<file path="src/design/spr_pkg.sv">
// ----------------------------------------------------------------------------
// spr_pkg
// Shared types, keyword tables and byte helpers for the path reference scanner.
// ----------------------------------------------------------------------------
`default_nettype none

package spr_pkg;

  localparam int KW_COUNT = 5;

  typedef struct packed {
    logic [7:0] data;
    logic       last;
  } path_word_t;

  typedef struct packed {
    logic       two;
    path_word_t w0;
    path_word_t w1;
  } path_entry_t;

  typedef struct packed {
    logic full;
    logic empty;
  } queue_status_t;

  localparam logic [8*6-1:0]  KW_EXECVM = "execvm";
  localparam logic [8*25-1:0] KW_PPFLN  = "preprocessfilelinenumbers";
  localparam logic [8*14-1:0] KW_PPF    = "preprocessfile";
  localparam logic [8*8-1:0]  KW_LOAD   = "loadfile";
  localparam logic [8*4-1:0]  KW_EXEC   = "exec";

  function automatic logic [4:0] kw_len(input logic [2:0] k);
    logic [4:0] len;
    case (k)
      3'd0:    len = 5'd6;
      3'd1:    len = 5'd25;
      3'd2:    len = 5'd14;
      3'd3:    len = 5'd8;
      3'd4:    len = 5'd4;
      default: len = 5'd0;
    endcase
    return len;
  endfunction

  function automatic logic [7:0] kw_char(input logic [2:0] k, input logic [4:0] pos);
    logic [7:0] c;
    c = 8'h00;
    case (k)
      3'd0: begin
        if (pos < 5'd6) c = KW_EXECVM[8*(5 - int'(pos)) +: 8];
      end
      3'd1: begin
        if (pos < 5'd25) c = KW_PPFLN[8*(24 - int'(pos)) +: 8];
      end
      3'd2: begin
        if (pos < 5'd14) c = KW_PPF[8*(13 - int'(pos)) +: 8];
      end
      3'd3: begin
        if (pos < 5'd8) c = KW_LOAD[8*(7 - int'(pos)) +: 8];
      end
      3'd4: begin
        if (pos < 5'd4) c = KW_EXEC[8*(3 - int'(pos)) +: 8];
      end
      default: c = 8'h00;
    endcase
    return c;
  endfunction

  function automatic logic is_ident(input logic [7:0] b);
    return (b >= "a" && b <= "z") || (b >= "A" && b <= "Z") ||
           (b >= "0" && b <= "9") || (b == "_");
  endfunction

  function automatic logic [7:0] fold_case(input logic [7:0] b);
    logic [7:0] r;
    r = b;
    if (b >= "A" && b <= "Z") r = b + 8'd32;
    return r;
  endfunction

  function automatic logic is_blank(input logic [7:0] b);
    return (b == 8'h20) || (b == 8'h09);
  endfunction

  localparam logic [7:0] QUOTE_CHAR = 8'h22;

endpackage

`default_nettype wire

</file>
<file path="src/design/spr_front.sv">
// ----------------------------------------------------------------------------
// spr_front
// Accepts text bytes, tracks words against the keywords and produces the
// path words caused by each byte as one queue entry.
// ----------------------------------------------------------------------------
`default_nettype none

module spr_front
  import spr_pkg::*;
(
  input  wire logic          clk,
  input  wire logic          rst,
  input  wire logic          text_valid,
  output logic               text_stall,
  input  wire logic [7:0]    text_byte,
  input  wire logic          text_last,
  input  wire queue_status_t q_status,
  output logic               push,
  output path_entry_t        push_entry
);

  typedef enum logic [1:0] {
    MODE_SCAN  = 2'd0,
    MODE_SKIP  = 2'd1,
    MODE_QUOTE = 2'd2
  } mode_t;

  mode_t       mode, mode_next;
  logic [4:0]  alive, alive_next;
  logic [4:0]  word_pos, word_pos_next;
  logic        prev_ident, prev_ident_next;
  logic [7:0]  held_byte, held_byte_next;
  logic        held_valid, held_valid_next;

  logic        accept;
  logic [1:0]  n_words;
  path_word_t  w0, w1;

  assign text_stall = q_status.full;
  assign accept     = text_valid && !text_stall;

  always_comb begin
    logic       do_scan;
    logic       prev_eff;
    logic [4:0] base_alive;
    logic [4:0] base_pos;
    logic [7:0] lb;
    logic       hit;
    do_scan         = 1'b0;
    prev_eff        = prev_ident;
    base_alive      = alive;
    base_pos        = word_pos;
    lb              = fold_case(text_byte);
    hit             = 1'b0;
    mode_next       = mode;
    alive_next      = alive;
    word_pos_next   = word_pos;
    prev_ident_next = prev_ident;
    held_byte_next  = held_byte;
    held_valid_next = held_valid;
    n_words         = 2'd0;
    w0              = '0;
    w1              = '0;

    case (mode)
      MODE_SKIP: begin
        if (is_blank(text_byte)) begin
          mode_next = MODE_SKIP;
        end else if (text_byte == QUOTE_CHAR) begin
          mode_next       = MODE_QUOTE;
          held_valid_next = 1'b0;
        end else begin
          mode_next = MODE_SCAN;
          prev_eff  = 1'b0;
          do_scan   = 1'b1;
        end
      end
      MODE_QUOTE: begin
        if (text_byte == QUOTE_CHAR) begin
          if (held_valid) begin
            w0      = '{data: held_byte, last: 1'b1};
            n_words = 2'd1;
          end
          held_valid_next = 1'b0;
          held_byte_next  = 8'h00;
          mode_next       = MODE_SCAN;
          prev_ident_next = 1'b0;
        end else begin
          if (held_valid) begin
            w0      = '{data: held_byte, last: 1'b0};
            n_words = 2'd1;
          end
          held_byte_next  = text_byte;
          held_valid_next = 1'b1;
        end
      end
      default: begin
        mode_next = MODE_SCAN;
        do_scan   = 1'b1;
      end
    endcase

    if (do_scan) begin
      if (is_ident(text_byte)) begin
        base_alive = prev_eff ? alive : 5'h1F;
        base_pos   = prev_eff ? word_pos : 5'd0;
        for (int k = 0; k < KW_COUNT; k++) begin
          alive_next[k] = base_alive[k] && (base_pos < kw_len(3'(k))) &&
                          (kw_char(3'(k), base_pos) == lb);
        end
        word_pos_next   = (base_pos < 5'd31) ? base_pos + 5'd1 : 5'd31;
        prev_ident_next = 1'b1;
      end else begin
        if (prev_eff) begin
          for (int k = 0; k < KW_COUNT; k++) begin
            if (alive[k] && word_pos == kw_len(3'(k))) hit = 1'b1;
          end
        end
        prev_ident_next = 1'b0;
        if (hit) begin
          if (is_blank(text_byte)) begin
            mode_next = MODE_SKIP;
          end else if (text_byte == QUOTE_CHAR) begin
            mode_next       = MODE_QUOTE;
            held_valid_next = 1'b0;
          end
        end
      end
    end

    if (text_last) begin
      if (mode_next == MODE_QUOTE && held_valid_next) begin
        if (n_words == 2'd0) begin
          w0 = '{data: held_byte_next, last: 1'b1};
        end else begin
          w1 = '{data: held_byte_next, last: 1'b1};
        end
        n_words = n_words + 2'd1;
      end
      mode_next       = MODE_SCAN;
      alive_next      = 5'h1F;
      word_pos_next   = 5'd0;
      prev_ident_next = 1'b0;
      held_byte_next  = 8'h00;
      held_valid_next = 1'b0;
    end
  end

  assign push       = accept && (n_words != 2'd0);
  assign push_entry = '{two: (n_words == 2'd2), w0: w0, w1: w1};

  always_ff @(posedge clk) begin
    if (rst) begin
      mode       <= MODE_SCAN;
      alive      <= 5'h1F;
      word_pos   <= 5'd0;
      prev_ident <= 1'b0;
      held_byte  <= 8'h00;
      held_valid <= 1'b0;
    end else if (accept) begin
      mode       <= mode_next;
      alive      <= alive_next;
      word_pos   <= word_pos_next;
      prev_ident <= prev_ident_next;
      held_byte  <= held_byte_next;
      held_valid <= held_valid_next;
    end
  end

  // A held path byte only exists while inside a quoted path.
  a_held_in_quote: assert property (@(posedge clk) disable iff (rst)
    held_valid |-> mode == MODE_QUOTE)
    else $error("held path byte outside a quoted path");

  // The final byte of a text returns the scanner to its idle state.
  a_last_resets: assert property (@(posedge clk) disable iff (rst)
    accept && text_last |=> mode == MODE_SCAN && !held_valid && !prev_ident)
    else $error("scanner state not cleared after end of text");

endmodule

`default_nettype wire

</file>
<file path="src/design/spr_queue.sv">
// ----------------------------------------------------------------------------
// spr_queue
// Short first-in first-out queue of path entries between front and back.
// ----------------------------------------------------------------------------
`default_nettype none

module spr_queue
  import spr_pkg::*;
#(
  parameter int DEPTH = 4
) (
  input  wire logic         clk,
  input  wire logic         rst,
  input  wire logic         push,
  input  wire path_entry_t  push_entry,
  input  wire logic         pop,
  output path_entry_t       head,
  output queue_status_t     status
);

  localparam int PTR_W = (DEPTH > 1) ? $clog2(DEPTH) : 1;
  localparam int CNT_W = $clog2(DEPTH + 1);

  path_entry_t       mem [DEPTH];
  logic [PTR_W-1:0]  wr_ptr, rd_ptr;
  logic [CNT_W-1:0]  count;

  function automatic logic [PTR_W-1:0] ptr_inc(input logic [PTR_W-1:0] p);
    return (p == PTR_W'(DEPTH - 1)) ? '0 : p + PTR_W'(1);
  endfunction

  assign status.full  = (count == CNT_W'(DEPTH));
  assign status.empty = (count == '0);
  assign head         = mem[rd_ptr];

  always_ff @(posedge clk) begin
    if (push) mem[wr_ptr] <= push_entry;
  end

  always_ff @(posedge clk) begin
    if (rst) begin
      wr_ptr <= '0;
      rd_ptr <= '0;
      count  <= '0;
    end else begin
      if (push) wr_ptr <= ptr_inc(wr_ptr);
      if (pop)  rd_ptr <= ptr_inc(rd_ptr);
      if (push && !pop) count <= count + CNT_W'(1);
      else if (pop && !push) count <= count - CNT_W'(1);
    end
  end

  a_count_bound: assert property (@(posedge clk) disable iff (rst)
    count <= CNT_W'(DEPTH))
    else $error("queue count exceeds depth");

  a_no_underflow: assert property (@(posedge clk) disable iff (rst)
    pop |-> !status.empty)
    else $error("pop from empty queue");

endmodule

`default_nettype wire

</file>
<file path="src/design/spr_back.sv">
// ----------------------------------------------------------------------------
// spr_back
// Takes queue entries and delivers their one or two path words through a
// registered output stage.
// ----------------------------------------------------------------------------
`default_nettype none

module spr_back
  import spr_pkg::*;
(
  input  wire logic          clk,
  input  wire logic          rst,
  input  wire path_entry_t   head,
  input  wire queue_status_t q_status,
  output logic               pop,
  output logic               path_valid,
  input  wire logic          path_stall,
  output logic [7:0]         path_byte,
  output logic               path_end
);

  logic       load;
  logic       pend;
  path_word_t second;

  assign load = !path_valid || !path_stall;
  assign pop  = load && !pend && !q_status.empty;

  always_ff @(posedge clk) begin
    if (rst) begin
      path_valid <= 1'b0;
      pend       <= 1'b0;
    end else if (load) begin
      if (pend) begin
        path_valid <= 1'b1;
        pend       <= 1'b0;
      end else if (!q_status.empty) begin
        path_valid <= 1'b1;
        pend       <= head.two;
      end else begin
        path_valid <= 1'b0;
      end
    end
  end

  always_ff @(posedge clk) begin
    if (load) begin
      if (pend) begin
        path_byte <= second.data;
        path_end  <= second.last;
      end else if (!q_status.empty) begin
        path_byte <= head.w0.data;
        path_end  <= head.w0.last;
        second    <= head.w1;
      end
    end
  end

  // A pending second word always sits behind a word already on the output.
  a_pend_behind_valid: assert property (@(posedge clk) disable iff (rst)
    pend |-> path_valid)
    else $error("second word pending without a word on the output");

endmodule

`default_nettype wire

</file>
<file path="src/design/script_path_reference_scanner_core.sv">
// ----------------------------------------------------------------------------
// script_path_reference_scanner_core
// Extracts the double-quoted path arguments of the script keywords execVM,
// preprocessFileLineNumbers, preprocessFile, loadFile and exec.
// ----------------------------------------------------------------------------
// The block takes one text byte per cycle and never stalls the text side
// while its entry queue has room. Each byte is classified by the front scanner
// in the cycle it is accepted; the path words it causes (none, one or two) go
// into a queue of QUEUE_DEPTH entries. The back end delivers one path word per
// cycle while path_stall is low, from a registered output stage, so a byte
// that ends an unterminated path and yields two words occupies the output for
// both words in turn. A result word passes through the queue memory and the
// output register before it is on the output. The last byte of a path is held
// back until the closing quote or the end of the text.
// ----------------------------------------------------------------------------
`default_nettype none

module script_path_reference_scanner_core
  import spr_pkg::*;
#(
  parameter int QUEUE_DEPTH = 4
) (
  input  wire logic       clk,
  input  wire logic       rst,
  input  wire logic       text_valid,
  output logic            text_stall,
  input  wire logic [7:0] text_byte,
  input  wire logic       text_last,
  output logic            path_valid,
  input  wire logic       path_stall,
  output logic [7:0]      path_byte,
  output logic            path_end
);

  queue_status_t q_status;
  logic          push;
  logic          pop;
  path_entry_t   push_entry;
  path_entry_t   head;

  spr_front u_front (
    .clk        (clk),
    .rst        (rst),
    .text_valid (text_valid),
    .text_stall (text_stall),
    .text_byte  (text_byte),
    .text_last  (text_last),
    .q_status   (q_status),
    .push       (push),
    .push_entry (push_entry)
  );

  spr_queue #(
    .DEPTH (QUEUE_DEPTH)
  ) u_queue (
    .clk        (clk),
    .rst        (rst),
    .push       (push),
    .push_entry (push_entry),
    .pop        (pop),
    .head       (head),
    .status     (q_status)
  );

  spr_back u_back (
    .clk        (clk),
    .rst        (rst),
    .head       (head),
    .q_status   (q_status),
    .pop        (pop),
    .path_valid (path_valid),
    .path_stall (path_stall),
    .path_byte  (path_byte),
    .path_end   (path_end)
  );

endmodule

`default_nettype wire
</file>
<file path="config.mk">
export PLATFORM = sky130hd
export DESIGN_NAME = script_path_reference_scanner_core
export DESIGN_NICKNAME = d
export VERILOG_FILES = /design/src/design/spr_pkg.sv /design/src/design/spr_front.sv /design/src/design/spr_queue.sv /design/src/design/spr_back.sv /design/src/design/script_path_reference_scanner_core.sv
export SDC_FILE = /design/constraint.sdc
export NUM_CORES = 1
export LEC_CHECK = 0
export CAP_MARGIN = 15
export CORE_UTILIZATION = 61
export CTS_BUF_LIST = sky130_fd_sc_hd__clkbuf_4
export DETAILED_ROUTE_END_ITERATION = 12
export DONT_BUFFER_PORTS = 1
export GPL_TIMING_DRIVEN = 0
export PLACE_DENSITY_LB_ADDON = 0.1
export SLEW_MARGIN = 0
export SYNTH_ARGS = -nofsm -noshare
export SYNTH_HDL_FRONTEND = slang
export SYNTH_SLANG_ARGS = --single-unit
</file>
<file path="constraint.sdc">
create_clock -name clk -period 13.92 [get_ports clk]
set_clock_uncertainty 0.1 [all_clocks]
set_input_delay 2.088 -clock clk [delete_from_list [all_inputs] [get_ports clk]]
set_output_delay 2.088 -clock clk [all_outputs]
set_load 0.02 [all_outputs]
</file>
### Word-level counts from Yosys, hierarchy flattened

Memories as Yosys holds them, arrays and structs flattened. A register that Yosys moved wholly into a read port is not among the register bits.
Cells that the tools add are included.

* register bits after elaboration: 49
* RAM bits: 76
* output and inout port bits: 11
* word-level logic and storage cells: 244
* memories kept: 1

* $add $sub $neg: 12
* $lt $le $gt $ge: 17
* equal/unequal tests: 22
* shift operators: 5
* muxes and demuxes: 121
* bitwise logic cells: 2
* reductions and logical operators: 49

Memory list
* u_queue.mem: depth 4, width 19, rd ports 1, clocked after memory_dff 1, write ports 1, RTL line spr_queue.sv:24 `path_entry_t mem [DEPTH];`

Operators with widths (count)
* variable part select 200 x 32 -> 8 bit, first input constant: 1
* 2-to-1 mux 5 bit: 34
* 2-to-1 mux 8 bit: 21
* variable part select 112 x 32 -> 8 bit, first input constant: 1
* 2-to-1 mux 9 bit: 10
* variable part select 64 x 32 -> 8 bit, first input constant: 1
* variable part select 48 x 32 -> 8 bit, first input constant: 1
* == test 8 bit: 5
* 2-to-1 mux 1 bit: 35
* 2-to-1 mux 2 bit: 16
* variable part select 32 x 32 -> 8 bit, first input constant: 1
* == test 5 bit: 5
* logical AND 1 bit: 25
* less-than comparator 5 bit: 5
* == test 8 x 6 -> 1 bit, second input constant: 2
* greater-or-equal comparator 8 x 7 -> 1 bit, second input constant: 2
* <= comparator 8 x 7 -> 1 bit, second input constant: 2
* subtractor 3 x 5 -> 6 bit, first input constant: 2
* == test 2 bit, second input constant: 5
* less-than comparator 5 x 3 -> 1 bit, second input constant: 2
* less-than comparator 5 x 4 -> 1 bit, second input constant: 2
* less-than comparator 5 bit, second input constant: 2
* AND reduction 3 bit: 3
* adder 8 x 6 -> 8 bit, second input constant: 1
* other kinds (25): 44

### Longest topological paths before layout

* depth in word-level cells: 30
* mapped depth: 19
* mapped depth without buffers: 17

### By module

A second synthesis with hierarchy kept.

* cells, all modules: 691
* area total of the unflattened synthesis: 7559.8 µm²

By module, submodules not included
* spr_front: instances 1, cells an instance 507, area each 3577.2 µm², sequential area each 440.4 µm²
* spr_queue: instances 1, cells an instance 143, area each 3225.6 µm², sequential area each 2462.4 µm²
* spr_back: instances 1, cells an instance 41, area each 757.0 µm², sequential area each 580.6 µm²

### Least setup slack after synthesis

OpenSTA, ideal clock, no wires.

* kind: input-to-reg
* start: in text_byte[5]
* end: reg u_queue.count[2]
* arrival: 5.879 ns
* required time: 13.749 ns
* slack: 7.871 ns
* cell stages on the path: 18
* cells stage by stage: clkbuf_1 inv_1 ha_1 nand2b_1 a21o_1 a211o_1 a21oi_1 o22ai_1 a2111oi_1 ha_1 nor2_1 a211oi_1 ha_1 inv_1 fa_1 xor2_1 or3_1 a21oi_1

* word-level cells in the longest chain between the ends: 19

Ends and longest elaborated chain
* start, declared: RTL line script_path_reference_scanner_core.sv:27 `input wire logic [7:0] text_byte,`
* == test 8 x 6 -> 1 bit (tied with other cells): RTL line spr_front.sv:69, spr_front.sv:79, spr_front.sv:123
* 2-to-1 mux 1 bit or logical OR 1 bit (tied branches): RTL line spr_front.sv:69, spr_pkg.sv:83
* 2-to-1 mux 1 bit: RTL line spr_front.sv:67 `if (is_blank(text_byte)) begin`
* 2-to-1 mux 1 bit: RTL line spr_front.sv:65 `case (mode)`
* 2-to-1 mux 1 bit: RTL line spr_front.sv:114 `if (prev_eff) begin`
* 2-to-1 mux 1 bit: RTL line spr_front.sv:104 `if (is_ident(text_byte)) begin`
* 2-to-1 mux 1 bit: RTL line spr_front.sv:103 `if (do_scan) begin`
* 2-to-1 mux 2 bit: RTL line spr_front.sv:120 `if (hit) begin`
* [4 not listed]
* 2-to-1 mux 2 bit *: RTL line spr_front.sv:132 `if (mode_next == MODE_QUOTE && held_valid_next) begin`
* 2-to-1 mux 2 bit *: RTL line spr_front.sv:131 `if (text_last) begin`
* nonzero test 2 bit *: RTL line spr_front.sv:149 `assign push = accept && (n_words != 2'd0);`
* logical AND 1 bit *: RTL line spr_front.sv:149
* named net push: RTL line script_path_reference_scanner_core.sv:36 `logic push;`
* logical NOT 1 bit: RTL line spr_queue.sv:49 `else if (pop && !push) count <= count - CNT_W'(1);`
* logical AND 1 bit: RTL line spr_queue.sv:49
* nonzero test 2 bit (no source line)
* end signal, assigned: RTL line spr_queue.sv:48 `if (push && !pop) count <= count + CNT_W'(1);`
* end signal, assigned: RTL line spr_queue.sv:49
* end, declared: RTL line spr_queue.sv:26 `logic [CNT_W-1:0] count;`

Mark *: on every way through the listed nets, which the timed path passes. The rest lies on a longest branch. The select of a mux whose other input is x is not followed.
A chain may end at the register's enable or synchronous reset.

### Worst setup path after layout

Ends and elaborated chain as after synthesis.

==> reports/results.tsv <==
stage	metric	value	unit
sta	tns	0	ns
synthesis	post-synth-top-count-cell	sky130_fd_sc_hd__edfxtp_1	
sta	final.setup.worst_slack	7.52	ns
worst_setup_path	critical-path-max-stage-delay	0.76	ns
min_path	min-delay-start	u_front.held_valid	
synthesis	number_of_instances_in_the_synthesized_netlist	745	
synthesis	yosysSeqAreaShare	0.457	
cts	max-clock-path-buffers	2	
run	max_cap_viol_count	0	
sta	maxSlewHeadroom	0.298	
global_route	grt_start_max_net_pins	20	
cts	cts.sinks	127	
detailed_routing	drt-vias-per-instance	6.76	
worst_setup_path	rr_startpoint	u_front.word_pos[3]	
detailed_routing	detail_route.first_pass.iterations	8	
detailed_routing	num_vias	6399	
floorplanning	num_rows	40	
cts	clk_pin_slew_worst_paths	0.11	ns
min_path	min_path_cells	2	
sta	fin_crit	6.40	ns
synthesis	mappedNetlistArea	7620	sq um
cts	clock_tree_root_buffer_cell	sky130_fd_sc_hd__clkbuf_4	
power_and_ir_drop	total_power_after_layout	1.01	mW
finish	fin_area	8200	sq um
synthesis	postSynthNetCount	785	
place	routabilityCongestion	1.06	
cts	cts_hold_repair.buffers	0	
floorplanning	design.core.area	12100	sq um
global_route	global_route.overflow_total	0	
worst_setup_path	cp_top_family	compound AO/OA/AOI/OAI gates	
synthesis	post_synthesis_average_cell_area	10.2	sq um
floorplanning	total_die_area	12900	sq um
synthesis	synth_top_area_cell	sky130_fd_sc_hd__edfxtp_1	
global_route	vias_in_the_first_global_route	6159	
global_route	track_usage	0.343	
detailed_routing	routedWlPerCell	22.7	um
detailed_routing	ant_nets	0	
finish	finish.net_count	805	
detailed_routing	drt_wl_total	21.5	mm
min_path	holdCritPathClass	reg2reg	
power_and_ir_drop	power_per_cell_area	124	nW/um^2
worst_setup_path	worst_path_max_delay_cell	sky130_fd_sc_hd__a211oi_1	
synthesis	synth.top_cells.by_count	sky130_fd_sc_hd__edfxtp_1, sky130_fd_sc_hd__nor2_1, sky130_fd_sc_hd__a21oi_1	
sta	timing.final.max_slew_violations	0	
finish	final-seq-area	3480	sq um
global_route	grt_antenna_before_repair	0	
finish	antenna-diode-count	0	
sta	rsz_0062_raised_after_global_routing	no	
cts	postCtsSetupBuffers	0	
sta	maxClockFrequency	0.156	GHz
finish	multi_input_comb_area	3820	sq um
floorplanning	die_h	114	um
finish	count_of_placed_standard_cells_in_the_final_layout_fillers_left_out	946	
sta	timing.final.hold_violations	0	
cts	clock_buffer_count_from_cts	17	
place	place_inst	914	
worst_setup_path	worstSetupStartpointType	input pin	
finish	post_route_cells_drive_above_1_share	0.116	
cts	clock_network_latency_to_the_later_pin_of_the_worst_skew_pair	0.53	ns
worst_setup_path	path_cells	clkbuf_1 -> inv_1 -> ha_1 -> nand2b_1 -> a21o_1 -> a211o_1 -> a21oi_1 -> o22ai_1 -> a2111oi_1 -> ha_1 -> nor2_1 -> a211oi_1 -> ha_1 -> inv_1 -> fa_1 -> xor2_1 -> or3_1 -> a21oi_1	
worst_setup_path	wp_data_required	14.28	ns
worst_setup_path	r2r_end	u_queue.count[2]	
worst_setup_path	crit_path_max_fanout	10	
worst_setup_path	worstSetupPathType	in2reg	
place	place.port_buffers	0	
floorplanning	boundaryPins	24	
worst_setup_path	critical_path_origin	text_byte[5]	
synthesis	synth_seq_cells	127	
detailed_routing	final_routed_drc_violation_total	0	
synthesis	async_reset_ff_frac	0	
worst_setup_path	crit_path_end_kind	flip-flop	
global_route	grt_first_pass_wirelength	33.3	mm
place	detailed_place.area	7850	sq um
place	placement.setup.worst_slack	7.14	ns
place	hpwl_dp	15.2	mm
power_and_ir_drop	p_leak	2.83	nW
finish	area_delta_synth_final	7.52	%
cts	cts_tree	built	
synthesis	yosys.cell_types.count	81	
worst_setup_path	r2r_slack	8.89	ns
synthesis	synth_enable_flop_cells	94	
worst_setup_path	reg2reg_depth	15	
synthesis	synthTopCellsByArea	sky130_fd_sc_hd__edfxtp_1, sky130_fd_sc_hd__dfxtp_1, sky130_fd_sc_hd__mux4_2, sky130_fd_sc_hd__ha_1, sky130_fd_sc_hd__a21oi_1	
synthesis	primary_ff_master_synth	sky130_fd_sc_hd__edfxtp_1	
cts	cts_resized	0	
worst_setup_path	cp_num_buf_inv	3	
power_and_ir_drop	ir_worst_vdd	0.0000621	V
min_path	hold_path_end	u_front.held_valid	
floorplanning	initial_standard_cell_utilization_of_the_core	0.629	
detailed_routing	drtIter0Drc	627	
synthesis	ys.warnings.count	0	
synthesis	synth_top_area_frac	0.370	
finish	nFillCells	998	
cts	h-tree-depth	4	
run_status	status	complete, no violations	
sta	report.final.setup_viol	0	
worst_setup_path	critical-path-top-cell-by-count	sky130_fd_sc_hd__ha_1	
sta	timing_worst_slew_pin_value	1.05	ns
sta	finalCritPeriodShare	0.460	
floorplanning	die_x	114	um
worst_setup_path	worst_ep_arrival_time	6.76	ns
## routing by layer
| metal | vias up | track usage | wire length, um |
|---|---|---|---|
| met5 | - | 0 | 0 |
| met4 | 0 | 0.177 | 985 |
| met3 | 88 | 0.0489 | 1600 |
| met2 | 348 | 0.613 | 10800 |
| met1 | 3074 | 0.403 | 8100 |
| li1 | 2889 | - | - |
## kinds of logic (layout without fill, tap and decap cells)
kind of cell | after synthesis | in the layout | synth area share
xor+xnor | 18 | 18 | 0.0207
flops | 127 | 127 | 0.457
mux | 40 | 40 | 0.0852
buf+inv | 83 | 116 | 0.0432
compound gates | 219 | 219 | 0.198
fa+ha+maj | 27 | 27 | 0.0453
simple gates | 231 | 231 | 0.151
## stage by stage
stage | hold WS [ns] | util
5_1_grt | 0.416 | 0.677
4_1_cts | 0.386 | 0.677
2_1_floorplan | 0.350 | -
3_3_place_gp | 0.367 | 0.647
3_5_place_dp | 0.368 | 0.648
6_report | 0.389 | 0.677
## how the worst max path moves through the flow
stage	slack, ns	endpoint	cells past startpoint
5_1_grt	7.21	u_queue.count[2]	18
3_3_place_gp	7.23	u_queue.count[2]	18
2_1_floorplan	7.87	u_queue.count[2]	18
4_1_cts	7.60	u_queue.count[2]	18
3_5_place_dp	7.14	u_queue.count[2]	18
6_report	7.52	u_queue.count[2]	18
## registers in the layout, indices dropped and copies added, names as in the netlist, 2 cells and up, named ones only
signal,cells
u_back.path_byte,8
u_back.second,9
u_front.alive,5
u_front.held_byte,8
u_front.mode,2
u_front.word_pos,5
u_queue.count,3
u_queue.mem,76
u_queue.rd_ptr,2
u_queue.wr_ptr,2
## layout make-up
class                   instances  area share
multi-input cells             535       0.466
flip-flops and latches        127       0.425
plain buffers                  54      0.0269
clock inverters                15      0.0267
well taps                     168      0.0256
clock buffers                  17      0.0156
inverters                      29      0.0133
repair buffers                  1     0.00137
## layout by cell type (no fill, tap or decap), types with 11 or more instances in the layout
cell	Yosys	routed
sky130_fd_sc_hd__clkbuf_1	36	36
sky130_fd_sc_hd__mux2i_1	12	12
sky130_fd_sc_hd__clkbuf_4	0	17
sky130_fd_sc_hd__nand2_1	54	54
sky130_fd_sc_hd__edfxtp_1	94	94
sky130_fd_sc_hd__nor4_1	11	11
sky130_fd_sc_hd__nor3_1	22	22
sky130_fd_sc_hd__mux4_2	19	19
sky130_fd_sc_hd__nand3_1	14	14
sky130_fd_sc_hd__xnor2_1	13	13
sky130_fd_sc_hd__inv_1	27	27
sky130_fd_sc_hd__a21oi_1	58	58
sky130_fd_sc_hd__nor2_1	65	65
sky130_fd_sc_hd__ha_1	26	26
sky130_fd_sc_hd__o21ai_0	37	37
sky130_fd_sc_hd__dfxtp_1	33	33
sky130_fd_sc_hd__and2_1	14	14
## power breakdown
part | internal [mW] | switching, mW
clock | 0.160 | 0.135
sequential | 0.464 | 0.0414
combinational | 0.0877 | 0.126
total | 0.711 | 0.303
## worst min-delay path: cells and delay by family (launching register included)
kind / cells / cell delay [ns]
AO/OA/AOI/OAI: 2 / 0.13
flip-flops: 1 / 0.33
(Power assumes the default switching activity.)
